`config.mk`:
```
export PLATFORM = sky130hd
export DESIGN_NAME = number_to_word_tokens
export DESIGN_NICKNAME = d
export VERILOG_FILES = /design/src/rtl/n2w_pkg.sv /design/src/rtl/number_to_word_tokens.sv /design/src/rtl/n2w_ucode_rom.sv /design/src/rtl/n2w_sequencer.sv /design/src/rtl/n2w_datapath.sv
export SDC_FILE = /design/constraint.sdc
export NUM_CORES = 1
export LEC_CHECK = 0
export ABC_CLOCK_PERIOD_IN_PS = 7600
export BUFFER_PORTS_ARGS = -buffer_cell sky130_fd_sc_hd__buf_2
export CORE_ASPECT_RATIO = 1.1
export CORE_UTILIZATION = 40
export CTS_CLUSTER_SIZE = 16
export DETAILED_ROUTE_END_ITERATION = 10
export PLACE_DENSITY_LB_ADDON = 0.12
export SLEW_MARGIN = 20
export SYNTH_ARGS = -nofsm -noshare
export SYNTH_HDL_FRONTEND = slang
export SYNTH_HIERARCHICAL = 1
export SYNTH_SLANG_ARGS = --single-unit
```
`constraint.sdc`:
```
create_clock -name clk -period 7.6 [get_ports clk]
set_input_delay 1.52 -clock clk [delete_from_list [all_inputs] [get_ports clk]]
set_output_delay 1.52 -clock clk [all_outputs]
set_load 0.005 [all_outputs]
```
`src/rtl/n2w_pkg.sv`:
```
`timescale 1ns / 1ps
// ----------------------------------------------------------------------------
// n2w_pkg
// Shared types, codes and microcode layout for the number-to-word-token block.
// ----------------------------------------------------------------------------
package n2w_pkg;

  // value width and derived sizes
  localparam int VALUE_BITS  = 31;
  localparam int DIGIT_COUNT = 10;
  localparam int DIGIT_BITS  = 4;
  localparam int BCD_BITS    = DIGIT_COUNT * DIGIT_BITS;
  localparam int GROUP_BITS  = 3 * DIGIT_BITS;
  localparam int PAD_BITS    = 4 * GROUP_BITS - BCD_BITS;
  localparam int CNT_BITS    = $clog2(VALUE_BITS);
  localparam int PC_BITS     = 4;
  localparam int CODE_BITS   = 5;

  // word codes
  localparam logic [CODE_BITS-1:0] CODE_NONE       = 5'd0;
  localparam logic [CODE_BITS-1:0] CODE_TEEN_BASE  = 5'd10;
  localparam logic [CODE_BITS-1:0] CODE_TENS_BASE  = 5'd18;
  localparam logic [CODE_BITS-1:0] CODE_HUNDRED    = 5'd28;
  localparam logic [CODE_BITS-1:0] CODE_PLACE_BASE = 5'd28;

  // group index of the billions group
  localparam logic [1:0] GROUP_TOP = 2'd3;

  // microprogram step addresses
  localparam logic [PC_BITS-1:0] STEP_CONVERT = 4'd0;
  localparam logic [PC_BITS-1:0] STEP_GROUP   = 4'd1;
  localparam logic [PC_BITS-1:0] STEP_HUND    = 4'd2;
  localparam logic [PC_BITS-1:0] STEP_HUNDRED = 4'd3;
  localparam logic [PC_BITS-1:0] STEP_TEEN    = 4'd4;
  localparam logic [PC_BITS-1:0] STEP_TENS    = 4'd5;
  localparam logic [PC_BITS-1:0] STEP_ONES    = 4'd6;
  localparam logic [PC_BITS-1:0] STEP_PLACE   = 4'd7;
  localparam logic [PC_BITS-1:0] STEP_NEXT    = 4'd8;
  localparam logic [PC_BITS-1:0] STEP_FINISH  = 4'd9;

  // datapath operations
  typedef enum logic [1:0] {
    OP_NOP,
    OP_SHIFT,
    OP_NEXT_GROUP,
    OP_FINISH
  } op_t;

  // token source select
  typedef enum logic [2:0] {
    SEL_HUND,
    SEL_HUNDRED,
    SEL_TEEN,
    SEL_TENS,
    SEL_ONES,
    SEL_PLACE
  } emit_sel_t;

  // branch and emit conditions
  typedef enum logic [3:0] {
    C_NEVER,
    C_ALWAYS,
    C_CNT_NZ,
    C_GRP_ZERO,
    C_HUND_NZ,
    C_HUND_Z,
    C_TENS_ONE,
    C_TENS_NZ,
    C_ONES_NZ,
    C_GROUP_NZ
  } cond_t;

  // one microcode word
  typedef struct packed {
    op_t                op;
    emit_sel_t          sel;
    cond_t              emit_cond;
    cond_t              jump_cond;
    logic [PC_BITS-1:0] target;
  } ucode_t;

  // datapath status seen by the sequencer
  typedef struct packed {
    logic cnt_nz;
    logic grp_zero;
    logic hund_nz;
    logic tens_one;
    logic tens_nz;
    logic ones_nz;
    logic group_nz;
  } flags_t;

  // sequencer commands to the datapath
  typedef struct packed {
    logic      load;
    op_t       op;
    logic      emit;
    emit_sel_t sel;
  } dp_ctrl_t;

endpackage

```
`src/rtl/number_to_word_tokens.sv`:
```
`timescale 1ns / 1ps
// ----------------------------------------------------------------------------
// number_to_word_tokens
// Spells a non-negative integer as English word codes, most significant first.
// ----------------------------------------------------------------------------
// Usage:
//   Drive value and pulse start; the transaction is taken at a clock edge
//   where start is high and busy is low. busy then stays high until the
//   value has been fully spelled.
//   Results come out on word_code/last, each valid for exactly one cycle
//   while strobe is high; last marks the final token of the value. A zero
//   value yields a single token with code zero. The receiver cannot stall:
//   every strobe cycle is a delivered transaction.
//   Timing: shift-and-add-3 conversion, one shift per value bit, then the
//   microprogram walks four groups at one step per cycle, only the group
//   and next steps for an all-zero group and all steps from group to next
//   for a full one, plus one finish step. The last token appears in the
//   first cycle with busy low. A new value may be started in that cycle.
//   Reset (rst, synchronous) returns the sequencer to idle and drops any
//   token in flight.
// ----------------------------------------------------------------------------
module number_to_word_tokens (
  input  logic                           clk,
  input  logic                           rst,
  input  logic                           start,
  output logic                           busy,
  input  logic [n2w_pkg::VALUE_BITS-1:0] value,
  output logic                           strobe,
  output logic [n2w_pkg::CODE_BITS-1:0]  word_code,
  output logic                           last
);
  import n2w_pkg::*;

  flags_t   flags;
  dp_ctrl_t ctrl;

  n2w_sequencer u_seq (
    .clk   (clk),
    .rst   (rst),
    .start (start),
    .flags (flags),
    .busy  (busy),
    .ctrl  (ctrl)
  );

  n2w_datapath u_dp (
    .clk       (clk),
    .rst       (rst),
    .value     (value),
    .ctrl      (ctrl),
    .flags     (flags),
    .strobe    (strobe),
    .word_code (word_code),
    .last      (last)
  );

endmodule

```
`src/rtl/n2w_ucode_rom.sv`:
```
`timescale 1ns / 1ps
// ----------------------------------------------------------------------------
// n2w_ucode_rom
// Read-only control store: one microcode word per sequencer step.
// ----------------------------------------------------------------------------
module n2w_ucode_rom (
  input  logic [n2w_pkg::PC_BITS-1:0] addr,
  output n2w_pkg::ucode_t             word
);
  import n2w_pkg::*;

  // program: convert, then per group hundreds, tens/teen, ones, place word
  always_comb begin
    unique case (addr)
      STEP_CONVERT: word = '{OP_SHIFT,      SEL_HUND,    C_NEVER,    C_CNT_NZ,   STEP_CONVERT};
      STEP_GROUP:   word = '{OP_NOP,        SEL_HUND,    C_NEVER,    C_GRP_ZERO, STEP_NEXT};
      STEP_HUND:    word = '{OP_NOP,        SEL_HUND,    C_HUND_NZ,  C_HUND_Z,   STEP_TEEN};
      STEP_HUNDRED: word = '{OP_NOP,        SEL_HUNDRED, C_ALWAYS,   C_NEVER,    STEP_TEEN};
      STEP_TEEN:    word = '{OP_NOP,        SEL_TEEN,    C_TENS_ONE, C_TENS_ONE, STEP_PLACE};
      STEP_TENS:    word = '{OP_NOP,        SEL_TENS,    C_TENS_NZ,  C_NEVER,    STEP_ONES};
      STEP_ONES:    word = '{OP_NOP,        SEL_ONES,    C_ONES_NZ,  C_NEVER,    STEP_PLACE};
      STEP_PLACE:   word = '{OP_NOP,        SEL_PLACE,   C_GROUP_NZ, C_NEVER,    STEP_NEXT};
      STEP_NEXT:    word = '{OP_NEXT_GROUP, SEL_HUND,    C_NEVER,    C_GROUP_NZ, STEP_GROUP};
      STEP_FINISH:  word = '{OP_FINISH,     SEL_HUND,    C_NEVER,    C_NEVER,    STEP_CONVERT};
      default:      word = '{OP_FINISH,     SEL_HUND,    C_NEVER,    C_NEVER,    STEP_CONVERT};
    endcase
  end

endmodule

```
`src/rtl/n2w_sequencer.sv`:
```
`timescale 1ns / 1ps
// ----------------------------------------------------------------------------
// n2w_sequencer
// Step counter with conditional jumps; decodes microcode into datapath commands.
// ----------------------------------------------------------------------------
module n2w_sequencer (
  input  logic              clk,
  input  logic              rst,
  input  logic              start,
  input  n2w_pkg::flags_t   flags,
  output logic              busy,
  output n2w_pkg::dp_ctrl_t ctrl
);
  import n2w_pkg::*;

  typedef enum logic [1:0] {
    ST_IDLE = 2'b01,
    ST_RUN  = 2'b10
  } state_t;

  state_t             state, state_next;
  logic [PC_BITS-1:0] pc, pc_next;
  ucode_t             uword;
  logic               running;
  logic               emit_ok;
  logic               jump_ok;

  function automatic logic cond_true(input cond_t c, input flags_t f);
    logic r;
    begin
      unique case (c)
        C_NEVER:    r = 1'b0;
        C_ALWAYS:   r = 1'b1;
        C_CNT_NZ:   r = f.cnt_nz;
        C_GRP_ZERO: r = f.grp_zero;
        C_HUND_NZ:  r = f.hund_nz;
        C_HUND_Z:   r = !f.hund_nz;
        C_TENS_ONE: r = f.tens_one;
        C_TENS_NZ:  r = f.tens_nz;
        C_ONES_NZ:  r = f.ones_nz;
        C_GROUP_NZ: r = f.group_nz;
        default:    r = 1'b0;
      endcase
      return r;
    end
  endfunction

  n2w_ucode_rom u_rom (
    .addr (pc),
    .word (uword)
  );

  assign running = (state == ST_RUN);
  assign busy    = running;
  assign emit_ok = cond_true(uword.emit_cond, flags);
  assign jump_ok = cond_true(uword.jump_cond, flags);

  // commands to the datapath
  always_comb begin
    ctrl.load = start && !running;
    ctrl.op   = running ? uword.op : OP_NOP;
    ctrl.emit = running && emit_ok;
    ctrl.sel  = uword.sel;
  end

  // next step and run state
  always_comb begin
    state_next = state;
    pc_next    = pc;
    unique case (state)
      ST_IDLE: begin
        if (start) begin
          state_next = ST_RUN;
          pc_next    = STEP_CONVERT;
        end
      end
      ST_RUN: begin
        if (uword.op == OP_FINISH) begin
          state_next = ST_IDLE;
        end else if (jump_ok) begin
          pc_next = uword.target;
        end else begin
          pc_next = pc + 1'b1;
        end
      end
      default: state_next = ST_IDLE;
    endcase
  end

  always_ff @(posedge clk) begin
    if (rst) begin
      state <= ST_IDLE;
      pc    <= STEP_CONVERT;
    end else begin
      state <= state_next;
      pc    <= pc_next;
    end
  end

endmodule

```
`src/rtl/n2w_datapath.sv`:
```
`timescale 1ns / 1ps
// ----------------------------------------------------------------------------
// n2w_datapath
// Shift-and-add-3 binary to decimal conversion, group digit select and
// token output with one token of lookahead for the last flag.
// ----------------------------------------------------------------------------
module n2w_datapath (
  input  logic                          clk,
  input  logic                          rst,
  input  logic [n2w_pkg::VALUE_BITS-1:0] value,
  input  n2w_pkg::dp_ctrl_t             ctrl,
  output n2w_pkg::flags_t               flags,
  output logic                          strobe,
  output logic [n2w_pkg::CODE_BITS-1:0] word_code,
  output logic                          last
);
  import n2w_pkg::*;

  logic [VALUE_BITS-1:0]   sh;
  logic [BCD_BITS-1:0]     bcd;
  logic [BCD_BITS-1:0]     bcd_adj;
  logic [CNT_BITS-1:0]     cnt;
  logic [1:0]              group;
  logic [4*GROUP_BITS-1:0] digits_pad;
  logic [GROUP_BITS-1:0]   grp;
  logic [DIGIT_BITS-1:0]   ones, tens, hund;
  logic [CODE_BITS-1:0]    new_code;
  logic [CODE_BITS-1:0]    pend_code;
  logic                    pend_valid;

  // add 3 to every digit of 5 or more before the shift
  always_comb begin
    for (int i = 0; i < DIGIT_COUNT; i++) begin
      if (bcd[i*DIGIT_BITS +: DIGIT_BITS] >= 4'd5) begin
        bcd_adj[i*DIGIT_BITS +: DIGIT_BITS] = bcd[i*DIGIT_BITS +: DIGIT_BITS] + 4'd3;
      end else begin
        bcd_adj[i*DIGIT_BITS +: DIGIT_BITS] = bcd[i*DIGIT_BITS +: DIGIT_BITS];
      end
    end
  end

  // digits of the current three-digit group
  assign digits_pad = {{PAD_BITS{1'b0}}, bcd};
  assign grp        = digits_pad[group*GROUP_BITS +: GROUP_BITS];
  assign ones       = grp[DIGIT_BITS-1:0];
  assign tens       = grp[2*DIGIT_BITS-1:DIGIT_BITS];
  assign hund       = grp[3*DIGIT_BITS-1:2*DIGIT_BITS];

  always_comb begin
    flags.cnt_nz   = (cnt != '0);
    flags.grp_zero = (grp == '0);
    flags.hund_nz  = (hund != '0);
    flags.tens_one = (tens == 4'd1);
    flags.tens_nz  = (tens != '0);
    flags.ones_nz  = (ones != '0);
    flags.group_nz = (group != 2'd0);
  end

  // token code for the selected source
  always_comb begin
    case (ctrl.sel)
      SEL_HUND:    new_code = {1'b0, hund};
      SEL_HUNDRED: new_code = CODE_HUNDRED;
      SEL_TEEN:    new_code = CODE_TEEN_BASE + {1'b0, ones};
      SEL_TENS:    new_code = CODE_TENS_BASE + {1'b0, tens};
      SEL_ONES:    new_code = {1'b0, ones};
      SEL_PLACE:   new_code = CODE_PLACE_BASE + {3'b000, group};
      default:     new_code = CODE_NONE;
    endcase
  end

  // conversion registers and group index
  always_ff @(posedge clk) begin
    if (ctrl.load) begin
      sh    <= value;
      bcd   <= '0;
      cnt   <= CNT_BITS'(VALUE_BITS - 1);
      group <= GROUP_TOP;
    end else begin
      case (ctrl.op)
        OP_SHIFT: begin
          bcd <= {bcd_adj[BCD_BITS-2:0], sh[VALUE_BITS-1]};
          sh  <= {sh[VALUE_BITS-2:0], 1'b0};
          cnt <= cnt - 1'b1;
        end
        OP_NEXT_GROUP: group <= group - 1'b1;
        default: ;
      endcase
    end
  end

  // held token, released when the next one arrives or at finish
  always_ff @(posedge clk) begin
    if (rst) begin
      pend_valid <= 1'b0;
      strobe     <= 1'b0;
    end else begin
      if (ctrl.load) begin
        pend_valid <= 1'b0;
        strobe     <= 1'b0;
      end else if (ctrl.emit) begin
        pend_valid <= 1'b1;
        strobe     <= pend_valid;
      end else if (ctrl.op == OP_FINISH) begin
        pend_valid <= 1'b0;
        strobe     <= 1'b1;
      end else begin
        strobe     <= 1'b0;
      end
    end
  end

  always_ff @(posedge clk) begin
    if (ctrl.emit) begin
      pend_code <= new_code;
      word_code <= pend_code;
      last      <= 1'b0;
    end else if (ctrl.op == OP_FINISH) begin
      word_code <= pend_valid ? pend_code : CODE_NONE;
      last      <= 1'b1;
    end
  end

endmodule

```
Word level (Yosys, flattened, before mapping)

Memories as Yosys holds them, arrays and structs flattened. A register that Yosys moved wholly into a read port is not among the register bits.
Index checks and enable logic that the tools add are counted.

Input port bits: 34
Bits in registers: 97
Bits in read-only memories: 272
Logic and storage cells: 122
Output and inout bits: 8
Memories: 1

Shifts and indexed selects: 1
Mux-type cells: 32
Equality and inequality tests: 33
Multiply operators: 1
$add $sub $neg: 16
Magnitude comparators: 10
Reduce and logical (&&, ||, !) cells: 17

Memories:

| memory           | depth | bits a word | rd ports | clocked after Yosys merged registers in | write ports | RTL line            | source |
|---|---|---|---|---|---|---|---|
| (name not given) | 16    | 17          | 1        | 1                                       | 0           | n2w_ucode_rom.sv:14 | `unique case (addr)` |

Operators with widths:

| operator              | number |
|---|---|
| $mux W31              | 2 |
| $mux W4               | 14 |
| $shiftx A48 B7 Y12    | 1 |
| $ge A4 B3 Y1 const B  | 10 |
| $add A4 B2 Y4 const B | 9 |
| $eq A4 B3 Y1 const B  | 8 |
| $pmux W5 S6           | 1 |
| $pmux W1 S9           | 2 |
| $eq A4 B2 Y1 const B  | 4 |
| $eq A4 B4 Y1 const B  | 4 |
| $mux W5               | 3 |
| $eq A4 B1 Y1 const B  | 3 |
| $logic_not A12 Y1     | 1 |
| $reduce_bool A4 Y1    | 3 |
| $eq A2 B2 Y1 const B  | 4 |
| $pmux W4 S2           | 1 |
| $reduce_bool A2 Y1    | 4 |
| $eq A3 B2 Y1 const B  | 2 |
| $eq A3 B3 Y1 const B  | 2 |
| $mux W2               | 3 |
| $ne A2 B2 Y1 const B  | 3 |
| $add A4 B4 Y5 const A | 1 |
| $add A5 B4 Y5 const A | 1 |
| $reduce_bool A5 Y1    | 1 |
| other kinds (17)      | 23 |

Depth between registers and ports, before layout

Gate-level depths: netlist (run 1).

Word-level depth: 10
Mapped depth: 13
Depth with buffers taken out: 11

Modules after synthesis

The synthesis (run 1) kept the hierarchy.

Modules (own cells, without submodules):

| module        | seq. area each (um^2) | area an instance (um^2) | times used | cells each |
|---|---|---|---|---|
| n2w_datapath  | 2232.1                | 4839.6                  | 1          | 500 |
| n2w_sequencer | 120.1                 | 493.0                   | 1          | 59 |
| n2w_ucode_rom | 0.0                   | 271.5                   | 1          | 38 |

Worst setup path before layout (run 1)

OpenSTA, ideal clock, no wires.

Kind: input port to flip-flop
Start point: input start
End point: register u_dp.sh[0], enable pin
Arrival: 2.993 ns
Required time: 7.207 ns
Library setup time: 0.393 ns
Buffers on the path: 2
Cell stages on the path: 4
Setup slack: 4.214 ns
Cells stage by stage: nor2b_1 > clkbuf_1 > clkbuf_1 > nand2b_1

Longest elaborated chain between the ends: 2

RTL lines:

| element                             | RTL line                    | source |
|---|---|---|
| start: declaration                  | number_to_word_tokens.sv:25 | `input logic start,` |
| $logic_and A1 B1 Y1                 | n2w_sequencer.sv:60         | `ctrl.load = start && !running;` |
| $reduce_bool A2 Y1 (no source line) | -                           |  |
| end signal: assignment              | n2w_datapath.sv:75          | `sh <= value;` |
| end signal: assignment              | n2w_datapath.sv:83          | `sh <= {sh[VALUE_BITS-2:0], 1'b0};` |
| end: declaration                    | n2w_datapath.sv:19          | `logic [VALUE_BITS-1:0] sh;` |

Every way passes these cells.
A chain may end at the register's enable or synchronous reset.

==> results of run 1 <==
[where the power goes]
group | internal, W | switching (W)
Sequential | 0.000562 | 0.00000459
Combinational | 0.0000253 | 0.0000274
Clock | 0.000290 | 0.000198
[state kept, by name, summed over array words and instances (netlist names)]
signal           flops
u_seq/state          2
u_dp/word_code       5
u_dp/sh             31
u_seq/pc             4
u_dp/group           2
u_dp/pend_valid      1
u_dp/last            1
u_dp/cnt             5
u_dp/bcd            40
u_dp/strobe          1
u_dp/pend_code       5
[tightest hold or removal path, stage by stage (launching register included)]
cell and delay [ns]:
dfxtp_1 0.33, a21oi_1 0.05, nor2_1 0.07
[cell usage after synthesis (7+ instances only)]
cell       n
mux2_2    32
nor2_1    49
dfxtp_1   56
o21ai_0   34
o22ai_1    7
inv_1     29
nor3_1    12
nand3_1   12
xnor2_1   15
ha_1      30
and2_1    12
a21oi_1   65
clkbuf_1  18
nand2b_1  25
mux2i_1   18
edfxtp_1  41
nor2b_1   16
xor2_1    12
nand2_1   52
[logic make-up (layout without fill, tap and decap cells)]
logic type	after synthesis	in the layout	share of synthesized area (%)
XOR/XNOR	27	27	4.22
flip-flops	97	97	42.0
adder cells (fa/ha/maj)	30	30	6.70
multiplexers	56	56	11.8
AO/OA/AOI/OAI	129	129	13.4
AND/OR/NAND/NOR	196	196	17.3
buffers and inverters	62	93	4.69
[layout make-up]
cell class                      count  area [um^2]  share of cell area [%]
Timing Repair Buffer               48          258                    4.11
Clock inverter                      6         90.1                    1.44
Clock buffer                       10          229                    3.65
Multi-Input combinational cell    438         3000                    47.8
Sequential cell                    97         2350                    37.5
Inverter                           29          109                    1.73
Tap cell                          188          235                    3.75
[worst paths after layout]
path	end	depth (start not counted)
max reg2reg	u_dp/word_code[1]$_DFFE_PP_	8
min	u_dp/last$_SDFFE_PP0P_	2
min reg2reg	u_dp/last$_SDFFE_PP0P_	2
max	u_dp/word_code[1]$_DFFE_PP_	8
[metrics by stage]
| step | std cells | util (%) | power (W) | instance area [um^2] | hold slack [ns] |
|---|---|---|---|---|---|
| 3_5_place_dp | 800 | 43.4 | 0.000633 | 5960 | 0.465 |
| 4_1_cts | 816 | 45.7 | 0.00113 | 6270 | 0.481 |
| 5_1_grt | 816 | 45.7 | 0.00115 | 6270 | 0.495 |
| 6_report | 816 | 45.7 | 0.00111 | 6270 | 0.473 |
| 2_1_floorplan | 597 | - | 0.000613 | 5600 | 0.451 |
| 3_3_place_gp | 800 | 43.4 | 0.000630 | 5960 | 0.465 |
[per-layer routing]
layer / vias up / wire length (um) / global-route usage, %
met5: - / 0 / 0
li1: 2125 / - / -
met3: 10 / 316 / 3.46
met1: 2000 / 5320 / 22.0
met2: 44 / 5850 / 28.7
met4: 0 / 180 / 5.81
[placed cells by master, fill, tap and decap left out, drive strengths merged, types with 3 or more instances in the layout]
cell type | synthesis | routed
xnor2 | 15 | 15
or2 | 4 | 4
xor2 | 12 | 12
nand2b | 26 | 26
inv | 29 | 31
a21oi | 65 | 65
clkbuf | 18 | 10
o2bb2ai | 4 | 4
ha | 30 | 30
mux4 | 4 | 4
buf | 15 | 48
a211o | 4 | 4
mux2 | 33 | 33
nor2b | 16 | 16
edfxtp | 41 | 41
nor2 | 49 | 49
dfxtp | 56 | 56
and3 | 3 | 3
nand3 | 12 | 12
mux2i | 19 | 19
o22ai | 7 | 7
nand2 | 52 | 52
a211oi | 4 | 4
o21ai | 34 | 34
nor3 | 13 | 13
and2 | 12 | 12
==> metrics list, run 1 <==
- Result of the run: finished clean
- Worst Slack Setup Final: 3.75 ns
* Data arrival time of the critical path: 3.88 ns
- In the final design database the tool counted 687 nets.
- GRT Util Overall: 17.2%
* Critical path type: reg2reg
- Number of sinks driven by the clock tree: 97
* Worst setup SP type: register
- Average wire per standard cell: 14.3 um
* Worst clock skew on the final layout: 0.00854 ns
* Clock latency on the worst-skew pair: 0.35 ns
* Antenna violations before repair: 0
- Hold Vio Cnt, Final: 0
- After clock tree synthesis, the repair step resized 0 gates.
* Total grt overflow: 0
- Among the stages of the critical path, the cell type that occurs most often is a21oi_1.
- After clock tree synthesis, the clock-pin slew on the worst setup and hold paths is 0.06 ns.
- Routability-driven placement finished with a final weighted congestion of 0.874.
* Max Fclk: 0.260 GHz
- Fill count: 1352
- The setup check on the worst reg-to-reg path leaves a slack of 3.75 ns.
* Start point of the critical path: u_dp/group[0]$_SDFFE_PP1N_
- Traced cell by cell, the critical path runs through mux4_2, or4_4, nor3_2, mux2i_1, a21oi_1, a21oi_1, nor2_1, nand2b_1.
- VDD sags by at most 0.0892 mV.
- Largest fanout on the critical path: 22
- The cell count after synthesis came out at 597.
* Total of hold buffers inserted after clock tree synthesis: 0
* Crit. End Element: register
- Broken down by cell family, the worst path's largest delay share belongs to simple AND/OR/NAND/NOR gates.
* Vias in the first global route: 3965
- Drc violations: 0
- Count of boundary I/O pins: 42
* Total clock buffers created by CTS: 9
* Number of buffers inserted by port buffering: 41
- Average footprint of a synthesized cell: 9.39 um^2
- Most used DFF post-synth: dfxtp_1
- Height of the die: 126 um
- At the pin with the least slew margin, the transition time is 0.994 ns.
- In this run the cell area of the synthesized design comes to 5600 um^2.
- In the final layout, the share of cells above drive strength 1 is 17.7%.
* Fin crit share: 50.7%
- Post-CTS setup buffer count: 0
- The synthesized design devotes to its leading area cell type 22.0% of total area.
- Counting both buffers and inverters, the worst setup path holds a total of 0.
- Total power divided by cell area: 177 nW/um^2
- For this design, the slowest cell found on the critical path is dfxtp_1.
* Die Outline Area: 14500 um^2
* Detailed Place HPWL: 8010 um
- Area contributors post-synth: edfxtp_1 (22%), dfxtp_1 (20%), ha_1 (6.7%)
- Number of H-tree branching levels: 3
- Floorplan Core Area: 13700 um^2
* Clock tree root driver cell: clkbuf_16
* Detailed-routing iteration count for the pre-antenna-repair pass: 6
- Counting along the longest clock path gives a buffer depth of 2.
- In this run the tightest slew margin relative to its limit is 33.6%.
- Relative to the synthesized area, the layout overhead comes to 12.0%.
- Final Max Tran Viols: 0
- Setup violations remaining at the end of the flow were counted as 0.
- Maximum number of pins on one net before global-route repair: 56
- Setup TNS: 0 ns
* Post-synthesis sequential area ratio: 42.0%
- Vias/cell: 5.12
- Die extent in x: 115 um
- Count of distinct cell types in the synthesized netlist: 53
* Post-route minimum period: 3.85 ns
- Detailed-route via count: 4179
* Flip-flop and latch count after synthesis: 97
- The repair_antennas step left the layout with diodes totalling 0.
- Number of violations of the max-capacitance limit: 0
* Cell type with the highest aggregate area in the netlist: edfxtp_1
- Synthesis Warnings: 6
- In this design, the stage delay of the slowest critical-path cell is 0.98 ns.
- Effective utilization at floorplan: 40.8%
- In this run the core area contains 45 standard-cell rows.
* Violation count after the first detailed-routing iteration: 182
* Hold path startpoint: u_dp/last$_SDFFE_PP0P_
- The path class of the tightest hold or removal check is reg2reg.
* Count of flip-flops with a built-in enable after synthesis: 41
- Endpoint required time on the critical path: 7.63 ns
- Number of antenna-violating nets in the routed design: 0
* Global-route wire length before repair: 19600 um
* Wire length reported by the detailed router: 11700 um
* Share of flip-flops with an asynchronous set or reset after synthesis: 0%
- CTS tree: done
- Syn_nets: 661
* Static leakage: 2.44 nW
- Setup repair after global routing left no endpoint under its margin.
- At the placement stage, the worst setup path has a slack of 3.76 ns.
* Crit Reg-Reg Startpoint: u_dp/group[0]$_SDFFE_PP1N_
Note: power is estimated with default switching activity, not from simulation.
==> run 2, diff against run 1 <==
--- a/config.mk
+++ b/config.mk
@@ -5,7 +5,7 @@
 export SDC_FILE = /design/constraint.sdc
 export NUM_CORES = 1
 export LEC_CHECK = 0
-export ABC_CLOCK_PERIOD_IN_PS = 7600
+export ABC_CLOCK_PERIOD_IN_PS = 3500
 export BUFFER_PORTS_ARGS = -buffer_cell sky130_fd_sc_hd__buf_2
 export CORE_ASPECT_RATIO = 1.1
 export CORE_UTILIZATION = 40
==> constraint.sdc (replaced) <==
create_clock -name clk -period 3.5 [get_ports clk]
set_input_delay 0.7 -clock clk [delete_from_list [all_inputs] [get_ports clk]]
set_output_delay 0.7 -clock clk [all_outputs]
set_load 0.005 [all_outputs]
==> run 2 against run 1 <==
Wire length is essentially flat. Design area grew 0.44%. Combinational power grew 120%. Final cell count grew 0.86%. Via count grew 1.3%. Count of clock-buffer cells in the layout is the same. Sequential cell count is the same. Largest cell class unchanged.
==> metrics list, run 2 (synthesis results as in run 1) <==
- The count of final max-slew check failures is 0 (unchanged).
* Number of buffers inserted by port buffering: 41 (unchanged)
- Worst clock skew on the final layout: 0.00795 ns (-0.000589 ns)
* Leading cell type in the layout, fill and taps excluded: a21oi_1
- STA classifies the critical path endpoint as a register.
* Flip-flop count of the largest register after layout: 40 (unchanged)
* RSZ-0062 raised after global routing: no
- Number of antenna-violating nets in the routed design: 0 (unchanged)
- Global routing met2 resource utilization: 28.9% (+0.21 points)
- The largest registers in the layout are u_dp/bcd x40, u_dp/sh x31.
- Total power divided by cell area: 373 nW/um^2 (+110%)
* Endpoint required time on the critical path: 3.53 ns (-4.10 ns)
- Detailed Place HPWL: 8290 um (+3.5%)
* Highest-utilization routing layer at the global route stage: met2
* Number of diodes added for antenna fixing: 0 (unchanged)
- The slack of the worst reg-to-reg path is 0.31 ns (-3.44 ns).
- The maximum count of clock buffers along a single path was 2 (unchanged).
- Signed area change from the synthesized netlist to the final layout: 12.5%
- In the layout the commonest cells are a21oi_1 (65), dfxtp_1 (56), nand2_1 (52), nor2_1 (49).
- Wire length reported by the detailed router: 11700 um (about the same)
- Fin crit share: 91.3% (+41 points)
* Fill count: 1385 (+2.4%)
- Net count, final: 694 (+1.0%)
- The area of the placeable core was 13700 um^2 (unchanged).
- The vias after detailed routing came to 4233 (+1.3%).
- The overall overflow remaining after global route came to 0 (unchanged).
* Fraction of layout instances using a drive strength above 1: 18.4% (+0.75 points)
- Largest fanout on the critical path: 10 (-55%)
* Clock latency on the worst-skew pair: 0.35 ns (about the same)
- Maximum number of pins on one net before global-route repair: 53 (-5.4%)
- Post-route minimum period: 3.19 ns (-0.657 ns)
- The routability congestion estimate from global placement came to 0.802 (-8.2%).
- The global-route met3 utilization was 2.55% (-0.91 points).
- The standby leakage power came to 2.44 nW (-0.34%).
* Hold Vio Cnt, Final: 0 (unchanged)
* Final-report setup violation count: 0 (unchanged)
- The worst setup path is launched from a register.
* Placed Area: 6010 um^2 (+0.88%)
* Final non-filler cell area: 6300 um^2 (+0.44%)
- The count of hold-fix buffers inserted at cts was 0 (unchanged).
* Effective utilization at floorplan: 40.8% (unchanged)
* Antenna violations before repair: 0 (unchanged)
- The clock slew at the register clock pins of the worst setup and hold paths came to 0.07 ns (about the same).
* Number of violations of the max-capacitance limit: 0 (unchanged)
* Placement Rows: 45 (unchanged)
- The total DRC errors in the routed layout came to 0 (unchanged).
* CTS tree: done
- Result of the run: finished clean
* Violation count after the first detailed-routing iteration: 213 (+17%)
* Post_cts resized: 0 (unchanged)
* Worst Hold Class: reg2reg
- Detailed-routing iteration count for the pre-antenna-repair pass: 6 (unchanged)
- The floorplan die height came to 126 um (unchanged).
- Sum of internal, switching and leakage power: 0.00235 W (+110%)
* Data arrival time of the critical path: 3.23 ns (-0.65 ns)
- The maximum clock frequency is 0.313 GHz (+21%).
* Register name with the most flops: u_dp/bcd
- In this run the clock root is driven by a clkbuf_16.
* Global-route wire length before repair: 19800 um (+0.77%)
* Met1 layer usage reported by global route: 22.5% (+0.56 points)
* Critical path type: reg2reg
- The global routing usage summed across all routing layers came to 17.6% (+0.41 points).
- The post-CTS repair timing setup buffer count was 0 (unchanged).
- Die extent in x: 115 um (unchanged)
- Slew Limit Headroom: 61.6% (+28 points)
- Hold_ws: 0.482 ns (+0.00900 ns)
* Total clock buffers created by CTS: 9 (unchanged)
- The transition time at the pin with the least slew margin is 0.575 ns (-0.420 ns).
- Setup TNS: 0 ns (unchanged)
- Die Outline Area: 14500 um^2 (unchanged)
- Count of boundary I/O pins: 42 (unchanged)
- The per-cell via count in the routed design was 5.14 (+0.43%).
- The maximum VDD drop came to 0.279 mV (+210%).
- The via count of the first global-routing pass is 3992 (+0.68%).
- The routed wirelength normalized by instance count came to 14.2 um (-0.81%).
* Number of sinks driven by the clock tree: 97 (unchanged)
* Number of H-tree branching levels: 3 (unchanged)
## run 2: changes by cell type in the layout (fill, tap and decap cells not counted), sizes merged
cell / previous run / this run
bufinv: 2 / 1
clkinv: 1 / 2
buf: 48 / 55
## run 2: report_power, final
group	leakage, nW	switching (W)	total, W	internal, W
Sequential	0.839	0.00000971	0.00123	0.00122
Combinational	1.46	0.0000601	0.000117	0.0000564
Clock	0.141	0.000445	0.00100	0.000557
## run 2: routing by layer
layer / routed length [um] / vias to the layer above
li1: - / 2144
met1: 5480 / 2018
met2: 5660 / 55
met3: 273 / 16
met4: 258 / 0
met5: 0 / -
## run 2: through the flow
stage                     setup WS, ns  util, %  instances
after floorplan                  0.506        -        597
after global placement           0.397     43.7        807
after detailed placement         0.320     43.7        807
after CTS                        0.293     45.9        823
after global routing             0.100     45.9        823
final                            0.305     45.9        823
## run 2: path summary, 6_finish.rpt
check	start	endpoint	cells after the start
min reg2reg	u_dp/last$_SDFFE_PP0P_	u_dp/last$_SDFFE_PP0P_	2
min	u_dp/last$_SDFFE_PP0P_	u_dp/last$_SDFFE_PP0P_	2
max	u_dp/group[0]$_SDFFE_PP1N_	u_dp/word_code[3]$_DFFE_PP_	8
max reg2reg	u_dp/group[0]$_SDFFE_PP1N_	u_dp/word_code[3]$_DFFE_PP_	8
## run 2: worst max-delay path, stage by stage (launching register included)
cell      delay [ns]
dfxtp_1         0.60
mux4_2          0.62
or4_4           0.53
nor3_2          0.19
mux2i_1         0.10
a21oi_1         0.17
a21oi_1         0.08
nor2_1          0.28
nand2b_1        0.30
## run 2: area by class of cell
class / count / area [um^2] / area share (%)
Clock buffer: 10 / 229 / 3.63
Timing Repair Buffer: 55 / 310 / 4.92
Tap cell: 188 / 235 / 3.73
Inverter: 29 / 109 / 1.73
Multi-Input combinational cell: 438 / 3000 / 47.6
Sequential cell: 97 / 2350 / 37.3
Clock inverter: 6 / 65.1 / 1.03
